==> src/rtl/pla_pkg.sv <==
// Shared types and constants for the point light attenuation pipeline.
`default_nettype none
package pla_pkg;

  localparam int CoordW  = 24;
  localparam int DiffW   = 25;
  localparam int D2W     = 50;
  localparam int RootW   = 31;
  localparam int RadW    = 62;
  localparam int NumW    = 32;
  localparam int DvdW    = 48;
  localparam int QuoW    = 32;
  localparam int CfgW    = 48;

  localparam logic [2:0] REG_LIGHT_ON   = 3'd0;
  localparam logic [2:0] REG_BRIGHTNESS = 3'd1;
  localparam logic [2:0] REG_COLOR_RGB  = 3'd2;
  localparam logic [2:0] REG_LOC_X      = 3'd3;
  localparam logic [2:0] REG_LOC_Y      = 3'd4;
  localparam logic [2:0] REG_LOC_Z      = 3'd5;
  localparam logic [2:0] REG_ATT_MODE   = 3'd6;

  localparam logic [1:0] MODE_INV_DIST = 2'd1;
  localparam logic [1:0] MODE_INV_SQ   = 2'd2;

  // sideband that travels with each beat down the pipe
  typedef struct packed {
    logic       vld;
    logic       force_max;
    logic [2:0] ovf;
  } pla_tag_t;

endpackage
`default_nettype wire

==> src/rtl/pla_sqrt.sv <==
// Pipelined integer square root, one result bit per stage.
`default_nettype none
module pla_sqrt
  import pla_pkg::*;
(
  input  wire logic             clk,
  input  wire logic             rst,
  input  wire logic             ce,
  input  wire pla_tag_t         in_tag,
  input  wire logic [D2W-1:0]   in_d2,
  output pla_tag_t              out_tag,
  output logic [D2W-1:0]        out_d2,
  output logic [RootW-1:0]      root
);

  localparam int RemW = RootW + 3;

  pla_tag_t             tag_s  [0:RootW];
  logic [D2W-1:0]       d2_s   [0:RootW];
  logic [RadW-1:0]      rad_s  [0:RootW];
  logic [RemW-1:0]      rem_s  [0:RootW];
  logic [RootW-1:0]     root_s [0:RootW];

  // stage 0 is the input side
  assign tag_s[0]  = in_tag;
  assign d2_s[0]   = in_d2;
  assign rad_s[0]  = {in_d2, 12'd0};
  assign rem_s[0]  = '0;
  assign root_s[0] = '0;

  for (genvar k = 0; k < RootW; k++) begin : g_step
    logic [RemW+1:0] cat;
    logic [RemW+1:0] trial;
    logic            take;

    // bring down the next two radicand bits and try a one
    assign cat   = {rem_s[k], rad_s[k][RadW-1 -: 2]};
    assign trial = {3'd0, root_s[k], 2'b01};
    assign take  = (cat >= trial);

    always_ff @(posedge clk) begin
      if (rst) begin
        tag_s[k+1] <= '0;
      end else if (ce) begin
        tag_s[k+1] <= tag_s[k];
      end
    end

    always_ff @(posedge clk) begin
      if (ce) begin
        d2_s[k+1]   <= d2_s[k];
        rad_s[k+1]  <= {rad_s[k][RadW-3:0], 2'b00};
        rem_s[k+1]  <= take ? RemW'(cat - trial) : cat[RemW-1:0];
        root_s[k+1] <= {root_s[k][RootW-2:0], take};
      end
    end
  end

  assign out_tag = tag_s[RootW];
  assign out_d2  = d2_s[RootW];
  assign root    = root_s[RootW];

endmodule
`default_nettype wire

==> config.mk <==
export PLATFORM = sky130hd
export DESIGN_NAME = pla_sqrt
export DESIGN_NICKNAME = d
export VERILOG_FILES = /design/src/rtl/pla_pkg.sv /design/src/rtl/pla_sqrt.sv
export SDC_FILE = /design/constraint.sdc
export NUM_CORES = 2
export LEC_CHECK = 0
export BUFFER_PORTS_ARGS = -buffer_cell sky130_fd_sc_hd__buf_2
export CAP_MARGIN = 20
export CORE_MARGIN = 5
export CORE_UTILIZATION = 35
export DETAILED_ROUTE_END_ITERATION = 8
export MAX_ROUTING_LAYER = met4
export SLEW_MARGIN = 20
export SYNTH_ARGS = -nofsm -noshare
export SYNTH_HDL_FRONTEND = slang
export SYNTH_SLANG_ARGS = --single-unit
==> constraint.sdc <==
create_clock -name clk -period 5.25 [get_ports clk]
set_clock_uncertainty 0.15 [all_clocks]
set_input_delay 0.525 -clock clk [delete_from_list [all_inputs] [get_ports clk]]
set_output_delay 0.525 -clock clk [all_outputs]
set_load 0.01 [all_outputs]
# ---- Yosys cells after proc, flatten, opt, wreduce, memory -nomap -nowiden
# Index checks and enable logic that the tools add are counted.
dict set report op_classes {
  n_addsub 30
  n_lt_le_gt_ge 31
  muxes 30
}
# cell count
set op_table {}
lappend op_table {{two-way mux 34 bit} 29}
lappend op_table {{>= comparator 36 x 10 -> 1 bit} 1}
lappend op_table {{>= comparator 36 x 11 -> 1 bit} 1}
lappend op_table {{>= comparator 36 x 12 -> 1 bit} 1}
lappend op_table {{>= comparator 36 x 13 -> 1 bit} 1}
lappend op_table {{>= comparator 36 x 14 -> 1 bit} 1}
lappend op_table {{>= comparator 36 x 15 -> 1 bit} 1}
lappend op_table {{>= comparator 36 x 16 -> 1 bit} 1}
lappend op_table {{>= comparator 36 x 17 -> 1 bit} 1}
lappend op_table {{>= comparator 36 x 18 -> 1 bit} 1}
lappend op_table {{>= comparator 36 x 19 -> 1 bit} 1}
lappend op_table {{>= comparator 36 x 20 -> 1 bit} 1}
lappend op_table {{>= comparator 36 x 21 -> 1 bit} 1}
lappend op_table {{>= comparator 36 x 22 -> 1 bit} 1}
lappend op_table {{>= comparator 36 x 23 -> 1 bit} 1}
lappend op_table {{>= comparator 36 x 24 -> 1 bit} 1}
lappend op_table {{>= comparator 36 x 25 -> 1 bit} 1}
lappend op_table {{>= comparator 36 x 26 -> 1 bit} 1}
lappend op_table {{>= comparator 36 x 27 -> 1 bit} 1}
lappend op_table {{>= comparator 36 x 28 -> 1 bit} 1}
lappend op_table {{>= comparator 36 x 29 -> 1 bit} 1}
lappend op_table {{>= comparator 36 x 3 -> 1 bit} 1}
lappend op_table {{>= comparator 36 x 30 -> 1 bit} 1}
lappend op_table {{>= comparator 36 x 31 -> 1 bit} 1}
lappend op_table {{39 further kinds} 39}
dict set report totals {
  ff_bits 3790
  inputBits 58
  out_inout_bits 86
  word_cells 306
}

# ---- Longest topological paths before layout
dict set report logic_depth {
  word_depth 2
  ltp_mapped 14
}

# ---- Worst setup path after synthesis
# Ideal clock, no wire load.
dict set report synth_timing {
  path_type {register to register}
  from {reg rem_s, in the netlist g_step[29].cat[2]}
  to {reg rem_s, in the netlist g_step[30].cat[10], data pin}
  setup_time_ns 0.260
  arrival_ns 3.528
  t_required_ns 4.840
  path_slack_ns 1.312
  stages_incl_launch_ff 13
  n_path_buf 1
  synth_period_minus_slack_ns 3.938
  cell_sequence {edfxtp_1 > ha_1 > fa_1 > a211o_1 > a21oi_1 > nand2_1 > a221o_1 > a311oi_1 > o21a_1 > o211ai_1 > or2_2 > clkbuf_1 > mux2_2}
}
dict set report synth_between {
  elab_chain_len 2
}
# item line_no
set synth_lines {}
lappend synth_lines {{from (decl)} pla_sqrt.sv:21} ;# logic [RemW-1:0] rem_s [0:RootW];
lappend synth_lines {{from (signal, indexed assignment)} pla_sqrt.sv:53} ;# rem_s[k+1] <= take ? RemW'(cat - trial) : cat[RemW-1:0];
lappend synth_lines {{subtractor 34 x 31 -> 34 bit / >= comparator 36 x 31 -> 1 bit (equally long branches)} {pla_sqrt.sv:53, pla_sqrt.sv:39}}
lappend synth_lines {{two-way mux 34 bit *} pla_sqrt.sv:53}
# Mark *: on every way between the ends. The rest lies on a longest branch, timed or not.
# A chain may end at the register's enable or synchronous reset.

# ---- Final worst setup path
dict set report layout_timing {
  from {reg rem_s, in the netlist g_step[29].cat[2]}
  to {reg rem_s, in the netlist g_step[30].cat[8], data pin}
}
# The elaborated chain is that of the path after synthesis.

==> metrics.md <==
| Metric | Value |
|---|---|
| Status | `complete, no violations` |
| Die height | `632 um` |
| Top-count cell post-synth | `edfxtp_1` |
| TNS Setup | `0 ns` |
| Ys Warns | `0` |
| CP Launch Type | `register` |
| TritonRoute pass-1 iters | `6` |
| CP endpoint kind | `register` |
| First-pass GRT wire length | `417,000 um` |
| Row Count | `228` |
| DIE AREA | `0.399 sq mm` |
| Worst-margin pin slew | `1.04 ns` |
| Sequential share of the synthesized area | `69.1%` |
| Top FF cell, synth | `edfxtp_1` |
| Synth cell types | `86` |
| Post_cts resized | `0` |
| H-Tree Level Count | `5` |
| Buffers on Ports | `143` |
| Final Max Slew Viols | `0` |
| RSZ-0062 raised after global routing | `no` |
| Fin crit share | `83.1%` |
| Post-synth net total | `10,200` |
| CTS Buf Count | `342` |
| Critical Path Fanout Max | `31` |
| Vias after detailed routing | `75,300` |
| Layout cells sized above 1 | `8.60%` |
| Buf/Inv on CP | `1` |
| # IOs | `144` |
| Clock root buffer | `clkbuf_16` |
| Final WS setup | `0.886 ns` |
| Detail Placement HPWL | `184,000 um` |
| Endpoints failing hold | `0` |
| Vias per Instance | `4.85` |
| Synth area leaders | `edfxtp_1 (67%), ha_1 (4.8%), xnor2_1 (2.8%)` |
| Final instance area | `0.154 sq mm` |
| Achievable Freq | `0.229 GHz` |
| FFs w/ async S/R, synth | `0%` |
| Gr usage total | `13.2%` |
| Max-cap violations | `0` |
| Finished Layout Cells | `15,500` |
| Hold Path Class | `in -> reg` |
| PnR Total Power | `66.0 mW` |
| Area after DPL | `0.143 sq mm` |
| Nets | `10,700` |
| Drt wl/cell | `16.9 um` |
| Initial antenna violation count | `6` |
| Max_slew headroom | `29.9%` |
| Total grt overflow | `0` |
| Final worst path period need | `4.36 ns` |
| Clock Tree Buf Depth | `4` |
| Synth Instances | `9,663` |
| Crit path arrival time | `4.83 ns` |
| Syn Std Cell Area | `0.135 sq mm` |
| Top post-synthesis cells by count | `edfxtp_1 (3,010), inv_1 (667), nor2_1 (625), nand2_1 (601), ha_1 (518)` |
| Worst path slowest cell | `or2_2` |
| CTS tree | `yes` |
| Cells after DPL | `14,900` |
| Setup violators final | `0` |
| Synthesized area per cell | `14.0 sq um` |
| Number of synthesized flops with an enable pin | `3,010` |
| Crit-path cells | `ha_1, fa_1, a211o_1, a21oi_1, nand2_1, a221o_1, a311oi_1, buf_4, o21a_1, o211ai_1, or2_2, mux2_2` |
| Clock transition at path regs | `0.06 ns` |
| CP required | `5.72 ns` |
| Clk Latency, worst-skew pair | `0.93 ns` |
| Core Util, Final | `40.0%` |
| Hold_ws | `0.151 ns` |
| Setup repair bufs after CTS | `0` |
| Synth area leader | `edfxtp_1` |
| Initial Util | `35.1%` |
| Yosys top cell area share | `66.8%` |
| Largest net degree at the start of global routing | `167` |
| Remaining DRCs | `0` |
| CP top delay family | `compound AO/OA/AOI/OAI gates` |
| Total routed wirelength | `262,000 um` |
| Placeable core region | `0.385 sq mm` |
| First DRT Iteration DRCs | `5,064` |
| Leak | `57.0 nW` |
| ANT nets after route | `0` |
| Synth Register Bits | `3,165` |
| DP Worst Slack | `0.908 ns` |
| Num Clock Sinks | `3,165` |
| Hold_buf cts | `58` |
| Vias in the first global route | `76,400` |
| Area grow syn2layout | `13.9%` |
| Die X | `632 um` |
| Worst path max stage delay | `0.58 ns` |
| Crit path kind | `reg -> reg` |
| Final estimated routing congestion in global placement | `0.918` |
| Maximum vdd ir drop | `0.000283 V` |
| Pwr per Cell Area | `429 mW/mm^2` |
worst register-to-register path, stage by stage, from the launching register on:
cell and delay [ns]:
edfxtp_1 0.46, ha_1 0.28, fa_1 0.44, a211o_1 0.35, a21oi_1 0.23, nand2_1 0.12, a221o_1 0.40, a311oi_1 0.25
buf_4 0.19, o21a_1 0.14, o211ai_1 0.11, or2_2 0.58, mux2_2 0.41
flip-flops by register name, summed over array words and instances (netlist names):
register	count
out_tag	5
tag_s	150
g_step.trial	465
g_step.cat	964
root	31
d2_s	1500
out_d2	50
layout make-up:
class	instances	area, sq um
fill	35300	231000
clock buffer	432	9020
timing repair buffer	320	2530
tap	5175	6470
sequential	3165	93500
multi-input combinational	5580	38100
antenna	2	5.00
inverter	671	2520
clock inverter	175	1810
report_power, final:
part           switching [mW]  internal, mW
combinational            5.99          4.35
clock                    9.67          13.4
sequential               1.64          30.9
total                    17.3          48.7
cells by family after synthesis:
kind of cell	after synthesis	share of synthesized area, %
other cells	1	0.00277
compound gates	1687	7.79
simple gates	2322	8.38
fa+ha+maj	523	4.87
xor+xnor	795	5.15
buf+inv	918	2.71
mux	252	1.95
flops	3165	69.1
layout by cell type, fill, tap and decap left out, types with 44 or more instances in the layout:
master | synthesis | final
dlygate4sd3_1 | 0 | 58
a21o_1 | 215 | 215
nor2_1 | 625 | 625
o31ai_1 | 57 | 57
clkinv_1 | 2 | 61
o211ai_1 | 46 | 46
nor2b_1 | 77 | 77
buf_2 | 6 | 142
xor2_1 | 357 | 357
a21oi_1 | 484 | 482
nand2_1 | 601 | 601
mux2_2 | 89 | 89
edfxtp_1 | 3010 | 3010
nand4_1 | 88 | 88
nor3_1 | 218 | 217
nand3_1 | 131 | 131
or3_1 | 93 | 93
o21bai_1 | 59 | 59
buf_4 | 55 | 93
inv_1 | 667 | 667
clkbuf_1 | 173 | 80
nor4_1 | 112 | 112
clkinv_2 | 0 | 49
a211oi_1 | 63 | 62
clkbuf_16 | 0 | 345
nand2b_1 | 112 | 112
o21a_1 | 91 | 91
and3_1 | 44 | 44
or4_1 | 53 | 53
dfxtp_1 | 155 | 155
o21ai_0 | 448 | 447
ha_1 | 518 | 518
xnor2_1 | 438 | 438
mux2i_1 | 163 | 163
layer usage:
metal	GRT usage (%)	part of all wire (%)	routed length, um	up-vias
li1	-	-	-	36600
met1	15.5	42	109000	36600
met2	22.5	50	130000	1465
met3	2.00	4.0	10400	621
met4	5.73	4.7	12400	0
met5	-	0	0	-
final timing paths:
| kind | slack [ns] | startpoint | to | cells after the start |
|---|---|---|---|---|
| max | 0.89 | g_step[29].cat[2]$_SDFFCE_PP0P_ | g_step[30].cat[8]$_DFFE_PP_ | 12 |
| min | 0.15 | in_d2[28] | d2_s[1528]$_DFFE_PP_ | 2 |
| max reg2reg | 0.89 | g_step[29].cat[2]$_SDFFCE_PP0P_ | g_step[30].cat[8]$_DFFE_PP_ | 12 |
| min reg2reg | 0.22 | d2_s[1126]$_DFFE_PP_ | d2_s[1076]$_DFFE_PP_ | 0 |
Note: power is estimated with default switching activity, not from simulation.
